**config.mk**
```make
export PLATFORM = sky130hd
export DESIGN_NAME = edm_isqrt
export DESIGN_NICKNAME = d
export VERILOG_FILES = /design/src/rtl/core/euclidean_distance_matrix_table_top_assert.svh /design/src/rtl/core/edm_pkg.sv /design/src/rtl/core/edm_isqrt.sv
export SDC_FILE = /design/constraint.sdc
export NUM_CORES = 1
export LEC_CHECK = 0
export BUFFER_PORTS_ARGS = -buffer_cell sky130_fd_sc_hd__buf_4
export CORE_ASPECT_RATIO = 0.5
export CORE_MARGIN = 2
export CORE_UTILIZATION = 40
export DETAILED_ROUTE_END_ITERATION = 8
export GPL_TIMING_DRIVEN = 0
export PLACE_DENSITY_LB_ADDON = 0.2
export SLEW_MARGIN = 20
export SYNTH_ARGS = -nofsm -noshare
export SYNTH_HDL_FRONTEND = slang
export SYNTH_SLANG_ARGS = --single-unit
```
**constraint.sdc**
```tcl
create_clock -name i_clk -period 10.5 [get_ports i_clk]
set_clock_uncertainty 0.05 [all_clocks]
set_input_delay 0.525 -clock i_clk [delete_from_list [all_inputs] [get_ports i_clk]]
set_output_delay 0.525 -clock i_clk [all_outputs]
set_load 0.1 [all_outputs]
```
**src/rtl/core/euclidean_distance_matrix_table_top_assert.svh**
```systemverilog
// assertion macros for the distance matrix table top level
// depends on nothing; included by the top level only
`ifndef EUCLIDEAN_DISTANCE_MATRIX_TABLE_TOP_ASSERT_SVH
`define EUCLIDEAN_DISTANCE_MATRIX_TABLE_TOP_ASSERT_SVH
// implication checked on every rising clock edge outside reset
`define EDM_ASSERT_IMP(label, clk, rst_n, a, c) \
    label: assert property (@(posedge clk) disable iff (!rst_n) (a) |-> (c)) \
        else $error("assertion failed");
// next-cycle implication
`define EDM_ASSERT_NXT(label, clk, rst_n, a, c) \
    label: assert property (@(posedge clk) disable iff (!rst_n) (a) |=> (c)) \
        else $error("assertion failed");
`endif

```
**src/rtl/core/edm_pkg.sv**
```systemverilog
// shared types and constants for the distance matrix table
// no dependencies
`default_nettype none
package edm_pkg;
    localparam int MAX_CITIES_DEF  = 64;
    localparam int COORD_WIDTH_DEF = 24;
    localparam int IDX_W   = $clog2(MAX_CITIES_DEF);
    localparam int NUM_W   = $clog2(MAX_CITIES_DEF + 1);
    localparam int DIST_W  = COORD_WIDTH_DEF + 1;
    localparam int CIN_W   = COORD_WIDTH_DEF;
    localparam int REQ_W   = 2;
    localparam int STAT_W  = 2;
    localparam logic [DIST_W-1:0] DIST_MAX = '1;

    typedef enum logic [1:0] {
        REQ_SEARCH = 2'd0,
        REQ_EDIT   = 2'd1,
        REQ_INSERT = 2'd2,
        REQ_REMOVE = 2'd3
    } t_req;

    typedef enum logic [1:0] {
        ST_OK   = 2'd0,
        ST_IDX  = 2'd1,
        ST_FULL = 2'd2
    } t_status;

    typedef struct packed {
        logic [REQ_W-1:0]  req_type;
        logic [IDX_W-1:0]  src_index;
        logic [IDX_W-1:0]  dest_index;
        logic [DIST_W-1:0] edge_value;
        logic [CIN_W-1:0]  coord_x;
        logic [CIN_W-1:0]  coord_y;
        logic [NUM_W-1:0]  city_number;
    } t_in_item;

    typedef struct packed {
        logic [DIST_W-1:0] dist_out;
        logic [NUM_W-1:0]  city_count;
        logic [STAT_W-1:0] status;
    } t_out_item;
endpackage
`default_nettype wire

```
**src/rtl/core/edm_isqrt.sv**
```systemverilog
// iterative integer square root, one root bit per step from two radicand bits; a start while busy restarts it
// depends on edm_pkg
`default_nettype none
module edm_isqrt #(
    parameter int IN_W = 64
) (
    input  wire logic                 i_clk,
    input  wire logic                 i_rst_n,
    input  wire logic                 i_start,
    input  wire logic [IN_W-1:0]      i_radicand,
    output logic                      o_done,
    output logic [IN_W/2-1:0]         o_root
);
    import edm_pkg::*;
    localparam int RW = IN_W / 2;
    localparam int CW = $clog2(RW / 2 + 1) + 1;
    logic [IN_W-1:0] r_rem, r_src;
    logic [RW-1:0]   r_root;
    logic [CW-1:0]   r_cnt;
    logic            r_busy;
    logic [RW+1:0]   w_trial, w_remhi;
    logic [RW+1:0]   w_rcat;

    always_comb begin
        w_rcat  = {r_rem[RW-1:0], r_src[IN_W-1 -: 2]};
        w_trial = {r_root, 2'b01};
        w_remhi = w_rcat - w_trial;
    end

    // each step: rem = rem*4 + next two bits, compare with 4*root+1
    always_ff @(posedge i_clk) begin
        if (!i_rst_n) begin
            r_busy <= 1'b0;
            o_done <= 1'b0;
        end else begin
            o_done <= 1'b0;
            if (i_start) begin
                r_busy <= 1'b1;
                r_src  <= i_radicand;
                r_rem  <= '0;
                r_root <= '0;
                r_cnt  <= CW'(RW);
            end else if (r_busy) begin
                if (w_rcat >= w_trial) begin
                    r_rem  <= IN_W'(w_remhi);
                    r_root <= {r_root[RW-2:0], 1'b1};
                end else begin
                    r_rem  <= IN_W'(w_rcat);
                    r_root <= {r_root[RW-2:0], 1'b0};
                end
                r_src <= {r_src[IN_W-3:0], 2'b00};
                r_cnt <= r_cnt - 1'b1;
                if (r_cnt == CW'(1)) begin
                    r_busy <= 1'b0;
                    o_done <= 1'b1;
                end
            end
        end
    end
    assign o_root = r_root;
endmodule
`default_nettype wire
```
## Word level (Yosys, flattened, before mapping)

Index checks and enable logic that the tools add are counted.

| word-level totals | value |
|---|---|
| output and inout bits | 33 |
| word-level logic and storage cells | 26 |
| bits in registers | 136 |
| bits of input ports | 67 |

| cells by class | value |
|---|---|
| order comparisons | 1 |
| multiplexer cells | 11 |
| reductions and logical operators | 3 |
| bitwise operators | 2 |
| $add $sub $neg | 2 |
| eq/ne operators | 1 |

Operator list:

| cell | number |
|---|---|
| 64-bit two-way mux | 2 |
| 32-bit two-way mux | 3 |
| 34-bit greater-or-equal comparator | 1 |
| 32-bit subtractor | 1 |
| 6-bit by 1-bit equality test with 1-bit output (second input constant) | 1 |
| 6-bit two-way mux | 1 |
| 6-bit by 1-bit subtractor with 6-bit output (second input constant) | 1 |
| 1-bit two-way mux | 5 |
| 3-bit OR reduction | 1 |
| 1-bit inverter | 2 |
| 2-bit AND reduction | 1 |
| 2-bit nonzero test | 1 |

## Logic depth before layout (Yosys ltp)

Gate-level depths: netlist of the first run.

| depth | value |
|---|---|
| depth in word-level cells | 4 |
| mapped depth | 13 |

## Worst setup path before layout of the first run

Ideal clock, no wire load.

| timing | value |
|---|---|
| path type | input port to flip-flop |
| start | in i_start |
| end | reg r_root[0], in the netlist o_root[0] (enable) |
| arrival time | 4.211 ns |
| setup time | 0.505 ns |
| data required time | 9.945 ns |
| path slack | 5.734 ns |
| stages on the path | 3 |
| cell sequence | clkbuf_1 > clkbuf_1 > o21a_1 |

| between the ends | value |
|---|---|
| word-level cells in the longest chain between the ends | 2 |

RTL lines:

| item | line | RTL |
|---|---|---|
| start, declared | edm_isqrt.sv:9 | `input wire logic i_start,` |
| 2-bit nonzero test (no source line) | n/a |  |
| 2-bit AND reduction (no source line) | n/a |  |
| end signal, assigned | edm_isqrt.sv:46 | `r_root <= {r_root[RW-2:0], 1'b1};` |
| end signal, assigned | edm_isqrt.sv:49 | `r_root <= {r_root[RW-2:0], 1'b0};` |
| end, declared | edm_isqrt.sv:18 | `logic [RW-1:0] r_root;` |

No other way between the ends.
A chain may end at the register's enable or synchronous reset.

## Final worst setup path of the first run

| timing | value |
|---|---|
| start | reg r_root[9], in the netlist o_root[9] |
| end | reg r_rem[18] (data pin) |

| between the ends | value |
|---|---|
| word-level cells in the longest chain between the ends | 3 |
| elaborated cells between the ends (all ways) | 4 |
| classes of those cells | add/sub (1); order compare (1); mux (2) |

RTL lines:

| item | line | RTL |
|---|---|---|
| 32-bit subtractor / 34-bit greater-or-equal comparator (equally long branches) | edm_isqrt.sv:27, edm_isqrt.sv:44 |  |
| 32-bit two-way mux (*) | edm_isqrt.sv:44 | `if (w_rcat >= w_trial) begin` |
| 32-bit two-way mux (*) | edm_isqrt.sv:43 | `end else if (r_busy) begin` |
| end signal, assigned | edm_isqrt.sv:45 | `r_rem <= IN_W'(w_remhi);` |
| end signal, assigned | edm_isqrt.sv:48 | `r_rem <= IN_W'(w_rcat);` |
| end, declared | edm_isqrt.sv:17 | `logic [IN_W-1:0] r_rem, r_src;` |

Every way passes the cells marked *; elsewhere a longest branch is shown, timed or not. The select of a mux whose other input is x is not followed.

==> flow_summary.html, run 1 <==
<table>
<tr><th>Metric</th><th>Value</th></tr>
<tr><th colspan="2">Yosys</th></tr>
<tr><td>Share of synthesized area occupied by flip-flops and latches</td><td>54.3%</td></tr>
<tr><td>Number of synthesized register bits</td><td>136</td></tr>
<tr><td>Synthesized area per cell</td><td>11.9 sq um</td></tr>
<tr><td>Most frequently used flop master after synthesis</td><td>edfxtp_1</td></tr>
<tr><td>Post-synthesis cell type with the largest combined area</td><td>edfxtp_1</td></tr>
<tr><td>Post-Synthesis Cell Area</td><td>7480 sq um</td></tr>
<tr><td>Yosys synthesis warning count</td><td>0</td></tr>
<tr><td>Ys async rst share</td><td>0%</td></tr>
<tr><td>Distinct cell type count after synthesis</td><td>55</td></tr>
<tr><td>Yosys top cell area share</td><td>53.8%</td></tr>
<tr><td>Number of synthesized flops with an enable pin</td><td>134</td></tr>
<tr><td>Number of nets in the synthesized netlist</td><td>731</td></tr>
<tr><td>Leading post-synthesis cells by cell area</td><td>edfxtp_1, mux2_2, ha_1, nor2_1, mux2i_1</td></tr>
<tr><td>Number of instances in the synthesized netlist</td><td>628</td></tr>
<tr><th colspan="2">Routing</th></tr>
<tr><td>WL per Instance</td><td>16.2 um</td></tr>
<tr><td>Antenna violation net count after detailed routing</td><td>0</td></tr>
<tr><td>Overall via count from detail_route</td><td>5,115</td></tr>
<tr><td>Routed vias/inst</td><td>5.11</td></tr>
<tr><td>DRC errors left</td><td>0</td></tr>
<tr><td>Drt first pass iters</td><td>5</td></tr>
<tr><td>Final routed wirelength across all metal layers</td><td>16.2 mm</td></tr>
<tr><td>DR iter-0 viols</td><td>325</td></tr>
<tr><th colspan="2">Min path</th></tr>
<tr><td>Type of the most critical hold path</td><td>in2reg</td></tr>
<tr><td>Worst hold stages</td><td>2</td></tr>
<tr><th colspan="2">Outcome</th></tr>
<tr><td>Outcome</td><td>completed</td></tr>
<tr><th colspan="2">Die</th></tr>
<tr><td>Area of the placeable core</td><td>18,300 sq um</td></tr>
<tr><td>Vertical extent of the die</td><td>101 um</td></tr>
<tr><td>Num rows</td><td>35</td></tr>
<tr><td>Horizontal die dimension</td><td>197 um</td></tr>
<tr><td>Die outline area</td><td>19,900 sq um</td></tr>
<tr><td>Initial core utilization</td><td>40.8%</td></tr>
<tr><td>Number of top-level pins</td><td>100</td></tr>
<tr><th colspan="2">Global route</th></tr>
<tr><td>Wire length of the first global-routing pass</td><td>27.2 mm</td></tr>
<tr><td>Via count of the first global-routing pass</td><td>5,213</td></tr>
<tr><td>Maximum number of pins on one net before global-route repair</td><td>43</td></tr>
<tr><td>Remaining global-route overflow</td><td>0</td></tr>
<tr><td>Initial antenna violation count</td><td>0</td></tr>
<tr><td>Global-route usage over all layers</td><td>17.6%</td></tr>
<tr><th colspan="2">CTS</th></tr>
<tr><td>Hold buffer count at cts</td><td>0</td></tr>
<tr><td>Number of CTS-inserted buffers</td><td>17</td></tr>
<tr><td>Clock tree from TritonCTS</td><td>done</td></tr>
<tr><td>Clk pin slew, worst setup/hold paths</td><td>0.07 ns</td></tr>
<tr><td>CTS root buf</td><td>clkbuf_16</td></tr>
<tr><td>Count of buffers added by post-CTS timing repair for setup</td><td>0</td></tr>
<tr><td>Worst skew pair latency</td><td>0.42 ns</td></tr>
<tr><td>Clock H-tree levels</td><td>4</td></tr>
<tr><td>Clock tree sinks</td><td>136</td></tr>
<tr><td>Deepest clock path buffer count</td><td>2</td></tr>
<tr><td>Number of gates given a new drive strength after cts</td><td>0</td></tr>
<tr><th colspan="2">Critical path</th></tr>
<tr><td>FF-to-FF setup slack</td><td>7.29 ns</td></tr>
<tr><td>CP endpoint kind</td><td>register</td></tr>
<tr><td>Critical Setup Path Class</td><td>reg2reg</td></tr>
<tr><td>Capture point of the worst reg-to-reg path</td><td>r_rem[18]</td></tr>
<tr><td>Startpoint type of the worst setup path</td><td>register</td></tr>
<tr><td>Data arrival time of the worst path</td><td>3.29 ns</td></tr>
<tr><td>Number of buffer and inverter stages on the critical path</td><td>3</td></tr>
<tr><td>Crit path to</td><td>r_rem[18]</td></tr>
<tr><td>Crit path largest cell delay</td><td>0.39 ns</td></tr>
<tr><td>Register-to-Register Path Depth</td><td>12</td></tr>
<tr><td>Crit path depth</td><td>12</td></tr>
<tr><td>Required time of the worst setup path</td><td>10.58 ns</td></tr>
<tr><td>Crit Path Max Fanout</td><td>10</td></tr>
<tr><td>R2r startpoint</td><td>o_root[9]</td></tr>
<tr><td>Crit path from</td><td>o_root[9]</td></tr>
<tr><td>Critical path, cell by cell</td><td>inv_1, ha_1, buf_6, a21o_1, a21o_1, a221o_1, o211ai_2, a31oi_2, a21o_1, buf_6, nand2b_1, o21ai_0</td></tr>
<tr><td>Cell family contributing the most delay on the critical path</td><td>compound AO/OA/AOI/OAI gates</td></tr>
<tr><td>Standard cell with the maximum stage delay on the critical path</td><td>edfxtp_1</td></tr>
<tr><td>Most common cell on crit path</td><td>a21o_1</td></tr>
<tr><th colspan="2">STA</th></tr>
<tr><td>Portion of the clock cycle consumed by the worst path in the final layout</td><td>30.6%</td></tr>
<tr><td>Min cycle time layout</td><td>3.21 ns</td></tr>
<tr><td>Max Transition Viols Final</td><td>0</td></tr>
<tr><td>RSZ-0062 raised after global routing</td><td>false</td></tr>
<tr><td>Fin worst setup slack</td><td>7.29 ns</td></tr>
<tr><td>Worst-Margin Slew</td><td>0.705 ns</td></tr>
<tr><td>Number of setup violations in the final report</td><td>0</td></tr>
<tr><td>Slew HR</td><td>53.0%</td></tr>
<tr><td>Fin Setup TNS</td><td>0 ns</td></tr>
<tr><td>Final hold vios</td><td>0</td></tr>
<tr><td>Highest Clock Rate</td><td>311 MHz</td></tr>
<tr><th colspan="2">Placement</th></tr>
<tr><td>Port Buf Inserts</td><td>98</td></tr>
<tr><td>Sum of net half-perimeters after detailed placement</td><td>11.6 mm</td></tr>
<tr><td>Worst slack after detailed placement</td><td>7.30 ns</td></tr>
<tr><td>Final estimated routing congestion in global placement</td><td>0.865</td></tr>
<tr><th colspan="2">Cells and area</th></tr>
<tr><td>Fraction of the core area covered by cells at the end of the flow</td><td>50.1%</td></tr>
<tr><td>Total of fill cells in the finished design</td><td>1,634</td></tr>
<tr><td>Synth-to-layout area growth</td><td>22.8%</td></tr>
<tr><td>Footprint of the multi-input gates</td><td>3130 sq um</td></tr>
<tr><td>Ratio of cells with drive above 1 in the final layout</td><td>27.7%</td></tr>
<tr><td>Net count of the finished layout</td><td>851</td></tr>
<tr><td>Seq. cell area</td><td>4060 sq um</td></tr>
<tr><td>Antenna diode count</td><td>0</td></tr>
<tr><th colspan="2">Pwr</th></tr>
<tr><td>Maximum vdd drop</td><td>0.115 mV</td></tr>
<tr><td>Final total power</td><td>1650 uW</td></tr>
<tr><td>PwrDens</td><td>180 nW/um^2</td></tr>
<tr><td>P_leak</td><td>0.00368 uW</td></tr>
<tr><th colspan="2">Flow run</th></tr>
<tr><td>Max-cap viol count</td><td>0</td></tr>
</table>
## worst min path at each step
stage | startpoint | end | slack (ns)
CTS | i_rst_n | o_done | 0.31
global route | i_rst_n | o_done | 0.31
detailed placement | r_busy | o_done | 0.46
floorplan | r_busy | o_done | 0.40
global placement | r_busy | o_done | 0.41
finish | i_rst_n | o_done | 0.32
## final cells by class
type	instances	area share, %
clock buffer	19	4.71
multi-input combinational	423	34.1
clock inverter	13	1.83
tap	240	3.27
inverter	40	1.63
timing repair buffer	101	8.66
buffer	29	1.59
sequential	136	44.2
## state kept, by name (all words and copies together), names as in the netlist
| name | flops |
|---|---|
| o_root | 32 |
| r_rem | 32 |
| r_busy | 1 |
| r_src | 64 |
| o_done | 1 |
| r_cnt | 6 |
## metrics by stage
stage	instances	instance area (sq um)	hold slack, ns
2_1_floorplan	628	7480	0.404
3_3_place_gp	966	8520	0.415
3_5_place_dp	969	8580	0.459
4_1_cts	1001	9190	0.315
5_1_grt	1001	9190	0.315
6_report	1001	9190	0.324
## cell usage in the layout (no fill, tap or decap), types with 4 or more instances in the layout
master / count
nand4_1: 10
clkbuf_16: 17
a21o_1: 17
a31oi_1: 4
o21bai_1: 5
nor2b_1: 5
inv_1: 40
nand3_1: 4
o21ai_0: 21
clkbuf_1: 24
xor2_1: 10
mux2i_1: 21
edfxtp_1: 134
o21a_1: 4
buf_4: 98
nor2_1: 77
xnor2_1: 18
a211oi_1: 5
a21oi_1: 34
nand3b_1: 4
or3_1: 5
nand2_1: 27
ha_1: 36
nand2b_1: 7
nor3_1: 8
mux2_2: 62
## routing by layer
layer  up-vias  routed length, um  share of wire [%]  global-route usage (%)
li1       2542                  -                  -                       -
met5         -                  0                  0                       0
met2       109               6980                 43                    25.9
met4         0                176                1.1                    5.38
met3        14               1120                6.9                    5.89
met1      2450               7920                 49                    24.4
## kinds of logic after synthesis
group	count (synthesis)	synth area share, %
adder cells (fa/ha/maj)	36	6.02
flip-flops	136	54.3
XOR/XNOR	28	3.28
buffers and inverters	69	3.96
AND/OR/NAND/NOR	162	10.2
AO/OA/AOI/OAI	114	10.1
multiplexers	83	12.1
## Yosys cell counts, types with 4 or more instances
cell type  instances
a211oi_1           5
a21o_1            17
a21oi_1           34
a31oi_1            4
clkbuf_1          22
edfxtp_1         134
ha_1              36
inv_1             40
mux2_2            62
mux2i_1           21
nand2_1           27
nand2b_1           7
nand3_1            4
nand3b_1           4
nand4_1           10
nor2_1            77
nor2b_1            5
nor3_1             8
o21a_1             5
o21ai_0           21
o21bai_1           5
or3_1              5
xnor2_1           18
xor2_1            10
## power by group
group	internal [uW]	switching (uW)
Combinational	145	223
Clock	376	245
Sequential	649	16.2
Note: power is estimated with default switching activity, not from simulation.
==> run 2, diff against run 1 <==
==> constraint.sdc (replaced) <==
create_clock -name i_clk -period 2.7 [get_ports i_clk]
set_clock_uncertainty 0.05 [all_clocks]
set_input_delay 0.135 -clock i_clk [delete_from_list [all_inputs] [get_ports i_clk]]
set_output_delay 0.135 -clock i_clk [all_outputs]
set_load 0.1 [all_outputs]
==> flow_summary.html, run 2 (synthesis gave the netlist of run 1 again) <==
<table>
<tr><th>Metric</th><th>Value</th></tr>
<tr><th colspan="2">Critical path</th></tr>
<tr><td>Critical path, cell by cell</td><td>ha_4, buf_8, nand4_1, or3_1, a21oi_2, o211ai_2, a31oi_2, a21o_1, buf_12, buf_12, mux2i_4, nor2_1</td></tr>
<tr><td>FF-to-FF setup slack</td><td>-0.23 ns (-7.52 ns)</td></tr>
<tr><td>Data arrival time of the worst path</td><td>3.04 ns (-0.25 ns)</td></tr>
<tr><td>Capture point of the worst reg-to-reg path</td><td>r_rem[17]</td></tr>
<tr><td>Crit Path Max Fanout</td><td>8 (-2)</td></tr>
<tr><td>Crit path largest cell delay</td><td>0.43 ns (+0.04 ns)</td></tr>
<tr><td>Required time of the worst setup path</td><td>2.81 ns (-7.77 ns)</td></tr>
<tr><td>Crit path from</td><td>r_rem[7]</td></tr>
<tr><td>CP endpoint kind</td><td>register</td></tr>
<tr><td>Register-to-Register Path Depth</td><td>12 (unchanged)</td></tr>
<tr><td>Standard cell with the maximum stage delay on the critical path</td><td>edfxtp_1</td></tr>
<tr><td>Most common cell on crit path</td><td>buf_12</td></tr>
<tr><td>Crit path to</td><td>r_rem[17]</td></tr>
<tr><td>Startpoint type of the worst setup path</td><td>register</td></tr>
<tr><td>Critical Setup Path Class</td><td>reg2reg</td></tr>
<tr><td>R2r startpoint</td><td>r_rem[7]</td></tr>
<tr><th colspan="2">Placement</th></tr>
<tr><td>Sum of net half-perimeters after detailed placement</td><td>11.7 mm (+1.4%)</td></tr>
<tr><td>Placed insts</td><td>968 (-0.10%)</td></tr>
<tr><td>Post-Place Cell Area</td><td>8660 sq um (+0.92%)</td></tr>
<tr><td>Final estimated routing congestion in global placement</td><td>0.858 (-0.84%)</td></tr>
<tr><td>Port Buf Inserts</td><td>98 (unchanged)</td></tr>
<tr><th colspan="2">Pwr</th></tr>
<tr><td>PwrDens</td><td>635 nW/um^2 (+250%)</td></tr>
<tr><td>Final total power</td><td>6660 uW (+300%)</td></tr>
<tr><td>P_leak</td><td>0.00416 uW (+13%)</td></tr>
<tr><td>Maximum vdd drop</td><td>0.461 mV (+300%)</td></tr>
<tr><th colspan="2">Cells and area</th></tr>
<tr><td>Fraction of the core area covered by cells at the end of the flow</td><td>57.2% (+7.2 points)</td></tr>
<tr><td>Ratio of cells with drive above 1 in the final layout</td><td>34.8% (+7.0 points)</td></tr>
<tr><td>Max FFs per register</td><td>64 (unchanged)</td></tr>
<tr><td>Non-filler instance count after layout</td><td>1,097 (+9.6%)</td></tr>
<tr><td>Antenna diode count</td><td>0 (unchanged)</td></tr>
<tr><td>Total non-filler cell area in the finished layout</td><td>10,500 sq um (+14%)</td></tr>
<tr><td>Most frequent cells in the layout</td><td>edfxtp_1, buf_4, nor2_1, dlygate4sd3_1, mux2_2</td></tr>
<tr><td>Register name with the most flops</td><td>r_src</td></tr>
<tr><td>Total of fill cells in the finished design</td><td>1,526 (-6.6%)</td></tr>
<tr><td>Most common cell after layout, fill and taps aside</td><td>edfxtp_1</td></tr>
<tr><td>Net count of the finished layout</td><td>947 (+11%)</td></tr>
<tr><td>Synth-to-layout area growth</td><td>40.3%</td></tr>
<tr><th colspan="2">Die</th></tr>
<tr><td>Num rows</td><td>35 (unchanged)</td></tr>
<tr><td>Die outline area</td><td>19,900 sq um (unchanged)</td></tr>
<tr><td>Vertical extent of the die</td><td>101 um (unchanged)</td></tr>
<tr><td>Number of top-level pins</td><td>100 (unchanged)</td></tr>
<tr><td>Initial core utilization</td><td>40.8% (unchanged)</td></tr>
<tr><td>Horizontal die dimension</td><td>197 um (unchanged)</td></tr>
<tr><td>Area of the placeable core</td><td>18,300 sq um (unchanged)</td></tr>
<tr><th colspan="2">Routing</th></tr>
<tr><td>Antenna violation net count after detailed routing</td><td>0 (unchanged)</td></tr>
<tr><td>Drt first pass iters</td><td>5 (unchanged)</td></tr>
<tr><td>DR iter-0 viols</td><td>399 (+23%)</td></tr>
<tr><td>Final routed wirelength across all metal layers</td><td>18.3 mm (+13%)</td></tr>
<tr><td>Routed vias/inst</td><td>5.11 (about the same)</td></tr>
<tr><td>Overall via count from detail_route</td><td>5,602 (+9.5%)</td></tr>
<tr><td>DRC errors left</td><td>0 (unchanged)</td></tr>
<tr><td>WL per Instance</td><td>16.7 um (+3.4%)</td></tr>
<tr><th colspan="2">STA</th></tr>
<tr><td>RSZ-0062 raised after global routing</td><td>true</td></tr>
<tr><td>Slew HR</td><td>42.2% (-11 points)</td></tr>
<tr><td>Max Transition Viols Final</td><td>0 (unchanged)</td></tr>
<tr><td>Highest Clock Rate</td><td>341 MHz (+9.6%)</td></tr>
<tr><td>Portion of the clock cycle consumed by the worst path in the final layout</td><td>108% (+78 points)</td></tr>
<tr><td>Worst-Margin Slew</td><td>0.868 ns (+0.162 ns)</td></tr>
<tr><td>Final hold vios</td><td>0 (unchanged)</td></tr>
<tr><td>Fin worst setup slack</td><td>-0.229 ns (-7.52 ns)</td></tr>
<tr><td>Min cycle time layout</td><td>2.93 ns (-0.281 ns)</td></tr>
<tr><td>Number of setup violations in the final report</td><td>33 (+33)</td></tr>
<tr><td>Post-Route Hold Slack</td><td>0.450 ns (+0.126 ns)</td></tr>
<tr><th colspan="2">Global route</th></tr>
<tr><td>Remaining global-route overflow</td><td>0 (unchanged)</td></tr>
<tr><td>Initial antenna violation count</td><td>0 (unchanged)</td></tr>
<tr><td>Maximum number of pins on one net before global-route repair</td><td>53 (+23%)</td></tr>
<tr><td>Global-route usage over all layers</td><td>19.2% (+1.6 points)</td></tr>
<tr><td>Via count of the first global-routing pass</td><td>5,726 (+9.8%)</td></tr>
<tr><td>Wire length of the first global-routing pass</td><td>29.5 mm (+8.6%)</td></tr>
<tr><th colspan="2">CTS</th></tr>
<tr><td>Clock tree from TritonCTS</td><td>done</td></tr>
<tr><td>Clk pin slew, worst setup/hold paths</td><td>0.07 ns (about the same)</td></tr>
<tr><td>Worst skew pair latency</td><td>0.42 ns (about the same)</td></tr>
<tr><td>Clock H-tree levels</td><td>4 (unchanged)</td></tr>
<tr><td>Clock tree sinks</td><td>136 (unchanged)</td></tr>
<tr><td>CTS root buf</td><td>clkbuf_16</td></tr>
<tr><td>Deepest clock path buffer count</td><td>2 (unchanged)</td></tr>
<tr><td>Number of CTS-inserted buffers</td><td>17 (unchanged)</td></tr>
<tr><th colspan="2">Outcome</th></tr>
<tr><td>Outcome</td><td>finished, violations left</td></tr>
<tr><td>Failing checks</td><td>setup timing</td></tr>
<tr><th colspan="2">Min path</th></tr>
<tr><td>Type of the most critical hold path</td><td>reg2reg</td></tr>
<tr><th colspan="2">Flow run</th></tr>
<tr><td>Max-cap viol count</td><td>0 (unchanged)</td></tr>
</table>
run 2: cell count changes in the layout (fill, tap and decap cells not counted), sizes merged:
cell,change
dlygate4sd3,+65
buf,+35
clkbuf,-5
bufinv,-2
clkinv,+2
inv,+1
run 2: how the worst min path moves through the flow:
stage / endpoint / depth (start not counted) / from / slack, ns
after floorplan: o_done / 1 / i_rst_n / 0.24
after global placement: o_done / 2 / i_rst_n / 0.34
after detailed placement: o_done / 2 / i_rst_n / 0.34
after CTS: o_done / 3 / i_rst_n / 0.44
after global routing: o_done / 1 / r_busy / 0.46
final: o_done / 1 / r_busy / 0.45
run 2: worst max-delay path, delay by kind of cell, from the launching register on:
| family | cells | cell delay, ns |
|---|---|---|
| compound gates | 4 | 0.69 |
| fa+ha+maj | 1 | 0.30 |
| buf+inv | 3 | 0.43 |
| flops | 1 | 0.43 |
| mux | 1 | 0.24 |
| simple gates | 3 | 0.54 |
run 2: per-stage QoR:
| step | setup TNS, ns | setup WS [ns] |
|---|---|---|
| after CTS | -7.31 | -0.282 |
| final | -5.29 | -0.229 |
| after detailed placement | -9.90 | -0.480 |
| after global placement | -69.63 | -0.503 |
| after global routing | -10.26 | -0.378 |
| after floorplan | -21.15 | -0.721 |
run 2: area by class of cell:
class | instances | area, sq um | share of cell area, %
Sequential cell | 136 | 4060 | 38.7
Multi-Input combinational cell | 423 | 3510 | 33.4
Timing Repair Buffer | 202 | 1770 | 16.8
Clock buffer | 18 | 429 | 4.09
Tap cell | 240 | 300 | 2.86
Buffer | 24 | 160 | 1.53
Inverter | 40 | 150 | 1.43
Clock inverter | 14 | 121 | 1.16
run 2: metal layers:
layer / GRT usage [%] / part of all wire, % / up-vias
met3: 5.42 / 4.1 / 13
met2: 30.9 / 46 / 107
li1: - / - / 2743
met1: 25.8 / 49 / 2739
met4: 4.45 / 0.87 / 0
met5: 0 / 0 / -
run 2: where the power goes:
part / total, uW / internal (uW) / switching (uW)
logic: 1850 / 843 / 1010
registers: 2600 / 2520 / 76.4
clock network: 2210 / 1270 / 943
total: 6660 / 4640 / 2030
run 2: timing repair:
action / 4_1_cts / 5_1_grt
hold buffers: 65 / 0
buffers inserted: 20 / 16
cloned: 3 / 0
pin swaps: 21 / 23
gates resized for setup: 44 / 44
hold endpoints to repair: 65 / 0
endpoints found under the setup margin: 33 / 33
==> run 3, diff against run 2 <==
--- a/config.mk
+++ b/config.mk
@@ -12,6 +12,7 @@
 export DETAILED_ROUTE_END_ITERATION = 8
 export GPL_TIMING_DRIVEN = 0
 export PLACE_DENSITY_LB_ADDON = 0.2
+export SETUP_SLACK_MARGIN = 0.1
 export SLEW_MARGIN = 20
 export SYNTH_ARGS = -nofsm -noshare
 export SYNTH_HDL_FRONTEND = slang
==> flow_summary.html, run 3 (synthesis gave the netlist of run 1 again) <==
<table>
<tr><th>Metric</th><th>Value</th></tr>
<tr><th colspan="2">Outcome</th></tr>
<tr><td>Outcome</td><td>finished, violations left</td></tr>
<tr><td>Failing checks</td><td>setup timing</td></tr>
<tr><th colspan="2">Cells and area</th></tr>
<tr><td>Net count of the finished layout</td><td>953 (+0.63%)</td></tr>
<tr><td>Register name with the most flops</td><td>r_src</td></tr>
<tr><td>Most common cell after layout, fill and taps aside</td><td>edfxtp_1</td></tr>
<tr><td>Total non-filler cell area in the finished layout</td><td>10,600 sq um (+0.55%)</td></tr>
<tr><td>Fraction of the core area covered by cells at the end of the flow</td><td>57.5% (+0.31 points)</td></tr>
<tr><td>Ratio of cells with drive above 1 in the final layout</td><td>35.5% (+0.69 points)</td></tr>
<tr><td>Synth-to-layout area growth</td><td>41.1%</td></tr>
<tr><td>Total of fill cells in the finished design</td><td>1,521 (-0.33%)</td></tr>
<tr><td>Max FFs per register</td><td>64 (unchanged)</td></tr>
<tr><td>Antenna diode count</td><td>0 (unchanged)</td></tr>
<tr><td>Most frequent cells in the layout</td><td>edfxtp_1, buf_4, nor2_1, dlygate4sd3_1, mux2_2</td></tr>
<tr><th colspan="2">Critical path</th></tr>
<tr><td>Critical Setup Path Class</td><td>reg2reg</td></tr>
<tr><td>Capture point of the worst reg-to-reg path</td><td>r_rem[17]</td></tr>
<tr><td>Data arrival time of the worst path</td><td>3.09 ns (+0.05 ns)</td></tr>
<tr><td>Register-to-Register Path Depth</td><td>12 (unchanged)</td></tr>
<tr><td>Crit Path Max Fanout</td><td>8 (unchanged)</td></tr>
<tr><td>CP endpoint kind</td><td>register</td></tr>
<tr><td>R2r startpoint</td><td>r_rem[8]</td></tr>
<tr><td>Required time of the worst setup path</td><td>2.81 ns (about the same)</td></tr>
<tr><td>Startpoint type of the worst setup path</td><td>register</td></tr>
<tr><td>FF-to-FF setup slack</td><td>-0.28 ns (-0.05 ns)</td></tr>
<tr><th colspan="2">STA</th></tr>
<tr><td>Final hold vios</td><td>0 (unchanged)</td></tr>
<tr><td>Fin Setup TNS</td><td>-6.88 ns (-1.59 ns)</td></tr>
<tr><td>Worst-Margin Slew</td><td>0.873 ns (+0.00531 ns)</td></tr>
<tr><td>Min cycle time layout</td><td>2.98 ns (+0.0499 ns)</td></tr>
<tr><td>Fin worst setup slack</td><td>-0.279 ns (-0.0499 ns)</td></tr>
<tr><td>Highest Clock Rate</td><td>336 MHz (-1.7%)</td></tr>
<tr><td>Slew HR</td><td>41.8% (-0.35 points)</td></tr>
<tr><td>Number of setup violations in the final report</td><td>32 (-3.0%)</td></tr>
<tr><td>Max Transition Viols Final</td><td>0 (unchanged)</td></tr>
<tr><td>Portion of the clock cycle consumed by the worst path in the final layout</td><td>110% (+1.8 points)</td></tr>
<tr><td>RSZ-0062 raised after global routing</td><td>true</td></tr>
<tr><th colspan="2">Die</th></tr>
<tr><td>Horizontal die dimension</td><td>197 um (unchanged)</td></tr>
<tr><td>Die outline area</td><td>19,900 sq um (unchanged)</td></tr>
<tr><td>Initial core utilization</td><td>40.8% (unchanged)</td></tr>
<tr><td>Vertical extent of the die</td><td>101 um (unchanged)</td></tr>
<tr><td>Number of top-level pins</td><td>100 (unchanged)</td></tr>
<tr><td>Num rows</td><td>35 (unchanged)</td></tr>
<tr><td>Area of the placeable core</td><td>18,300 sq um (unchanged)</td></tr>
<tr><th colspan="2">Global route</th></tr>
<tr><td>Initial antenna violation count</td><td>0 (unchanged)</td></tr>
<tr><td>Wire length of the first global-routing pass</td><td>29.5 mm (unchanged)</td></tr>
<tr><td>Global-route usage over all layers</td><td>19.2% (unchanged)</td></tr>
<tr><td>Maximum number of pins on one net before global-route repair</td><td>53 (unchanged)</td></tr>
<tr><td>Remaining global-route overflow</td><td>0 (unchanged)</td></tr>
<tr><td>Via count of the first global-routing pass</td><td>5,726 (unchanged)</td></tr>
<tr><th colspan="2">Routing</th></tr>
<tr><td>Antenna violation net count after detailed routing</td><td>0 (unchanged)</td></tr>
<tr><td>Drt first pass iters</td><td>5 (unchanged)</td></tr>
<tr><td>DRC errors left</td><td>0 (unchanged)</td></tr>
<tr><td>Overall via count from detail_route</td><td>5,662 (+1.1%)</td></tr>
<tr><td>WL per Instance</td><td>16.7 um (+0.16%)</td></tr>
<tr><td>Final routed wirelength across all metal layers</td><td>18.5 mm (+0.71%)</td></tr>
<tr><td>Routed vias/inst</td><td>5.13 (+0.52%)</td></tr>
<tr><td>DR iter-0 viols</td><td>396 (-0.75%)</td></tr>
<tr><th colspan="2">CTS</th></tr>
<tr><td>Clock tree from TritonCTS</td><td>done</td></tr>
<tr><td>Clock H-tree levels</td><td>4 (unchanged)</td></tr>
<tr><td>Deepest clock path buffer count</td><td>2 (unchanged)</td></tr>
<tr><td>Worst skew pair latency</td><td>0.42 ns (about the same)</td></tr>
<tr><td>CTS root buf</td><td>clkbuf_16</td></tr>
<tr><td>Number of CTS-inserted buffers</td><td>17 (unchanged)</td></tr>
<tr><td>Clock tree sinks</td><td>136 (unchanged)</td></tr>
<tr><td>Clk pin slew, worst setup/hold paths</td><td>0.06 ns (about the same)</td></tr>
<tr><th colspan="2">Pwr</th></tr>
<tr><td>Clock share of power</td><td>33.0% (-0.2 points)</td></tr>
<tr><td>Portion of total power attributed to combinational logic</td><td>28.1% (+0.3 points)</td></tr>
<tr><td>Relative contribution of sequential cells to total power</td><td>38.9% (about the same)</td></tr>
<tr><td>Final total power</td><td>6690 uW (+0.41%)</td></tr>
<tr><td>PwrDens</td><td>634 nW/um^2 (-0.14%)</td></tr>
<tr><td>Switching Share</td><td>30.5% (+0.081 points)</td></tr>
<tr><td>Psw</td><td>2040 uW (+0.67%)</td></tr>
<tr><td>Maximum vdd drop</td><td>0.462 mV (+0.25%)</td></tr>
<tr><td>Cell-internal power</td><td>4650 uW (+0.29%)</td></tr>
<tr><td>P_leak</td><td>0.00419 uW (+0.75%)</td></tr>
<tr><th colspan="2">Placement</th></tr>
<tr><td>Final estimated routing congestion in global placement</td><td>0.858 (unchanged)</td></tr>
<tr><td>Worst slack after detailed placement</td><td>-0.480 ns (unchanged)</td></tr>
<tr><td>Post-Place Cell Area</td><td>8660 sq um (unchanged)</td></tr>
<tr><td>Sum of net half-perimeters after detailed placement</td><td>11.7 mm (unchanged)</td></tr>
<tr><td>Port Buf Inserts</td><td>98 (unchanged)</td></tr>
<tr><th colspan="2">Min path</th></tr>
<tr><td>Start point of the worst min-delay path</td><td>i_start</td></tr>
<tr><td>Worst hold stages</td><td>3 (+2)</td></tr>
<tr><td>Type of the most critical hold path</td><td>in2reg</td></tr>
<tr><td>Worst Hold End</td><td>o_root[0]</td></tr>
<tr><th colspan="2">Flow run</th></tr>
<tr><td>Max-cap viol count</td><td>0 (unchanged)</td></tr>
</table>
## run 3: changes by cell type in the layout (fill, tap and decap cells not counted), moves of 2 or more
cell	delta
a21oi_2	+2
buf_4	+4
o21ai_1	-2
nand2_2	+2
a21oi_1	-2
nand2_1	-2
## run 3: layout make-up
cell class	instances	area, sq um	area share, %
flip-flops and latches	136	4060	38.5
multi-input cells	423	3530	33.4
repair buffers	205	1780	16.9
clock buffers	18	429	4.07
well taps	240	300	2.84
plain buffers	27	180	1.71
inverters	40	150	1.42
clock inverters	14	121	1.15
## run 3: what timing repair did
action,CTS,global route
hold buffers,65,0
gates resized for setup,44,49
endpoints found under the hold margin,65,0
pin swaps,21,31
setup buffers,20,20
cloned,3,0
endpoints found under the setup margin,33,33
## run 3: worst max-delay path: stages, from the launching register on
cell and delay [ns]:
edfxtp_1 0.44, ha_4 0.30, buf_6 0.09, nand4_1 0.11
or3_1 0.40, a21oi_2 0.15, o211ai_2 0.12, a31oi_2 0.24
a21o_1 0.20, buf_12 0.17, buf_12 0.14, mux2i_4 0.24
nor2_1 0.05
## run 3: routing by layer
layer / wire [um] / track usage (%) / share of wire, %
met5: 0 / 0 / 0
met2: 8680 / 30.9 / 47
met4: 132 / 4.45 / 0.71
met3: 727 / 5.42 / 3.9
met1: 8930 / 25.8 / 48
## run 3: metrics by stage
step	hold slack [ns]	cells
2_1_floorplan	0.238	628
3_3_place_gp	0.338	966
3_5_place_dp	0.341	968
4_1_cts	0.442	1088
5_1_grt	0.442	1103
6_report	0.443	1103
## run 3: power groups by stage
| stage | registers [uW] | logic, uW | clock network (uW) |
|---|---|---|---|
| final | 2600 | 1880 | 2210 |
| after detailed placement | 2630 | 1460 | 0 |
| after CTS | 2600 | 1740 | 2250 |
| after global placement | 2640 | 1430 | 0 |
| after floorplan | 2820 | 909 | 0 |
| after global routing | 2620 | 2030 | 2350 |
## run 3: worst max-delay path by stage
stage / from / endpoint / slack, ns / cells after the start
2_1_floorplan: o_root[7] / r_rem[17] / -0.72 / 13
3_3_place_gp: r_rem[14] / r_rem[17] / -0.50 / 11
3_5_place_dp: o_root[14] / r_rem[17] / -0.48 / 12
4_1_cts: o_root[9] / r_rem[13] / -0.28 / 13
5_1_grt: r_rem[7] / r_rem[11] / -0.41 / 12
6_report: r_rem[8] / r_rem[17] / -0.28 / 12
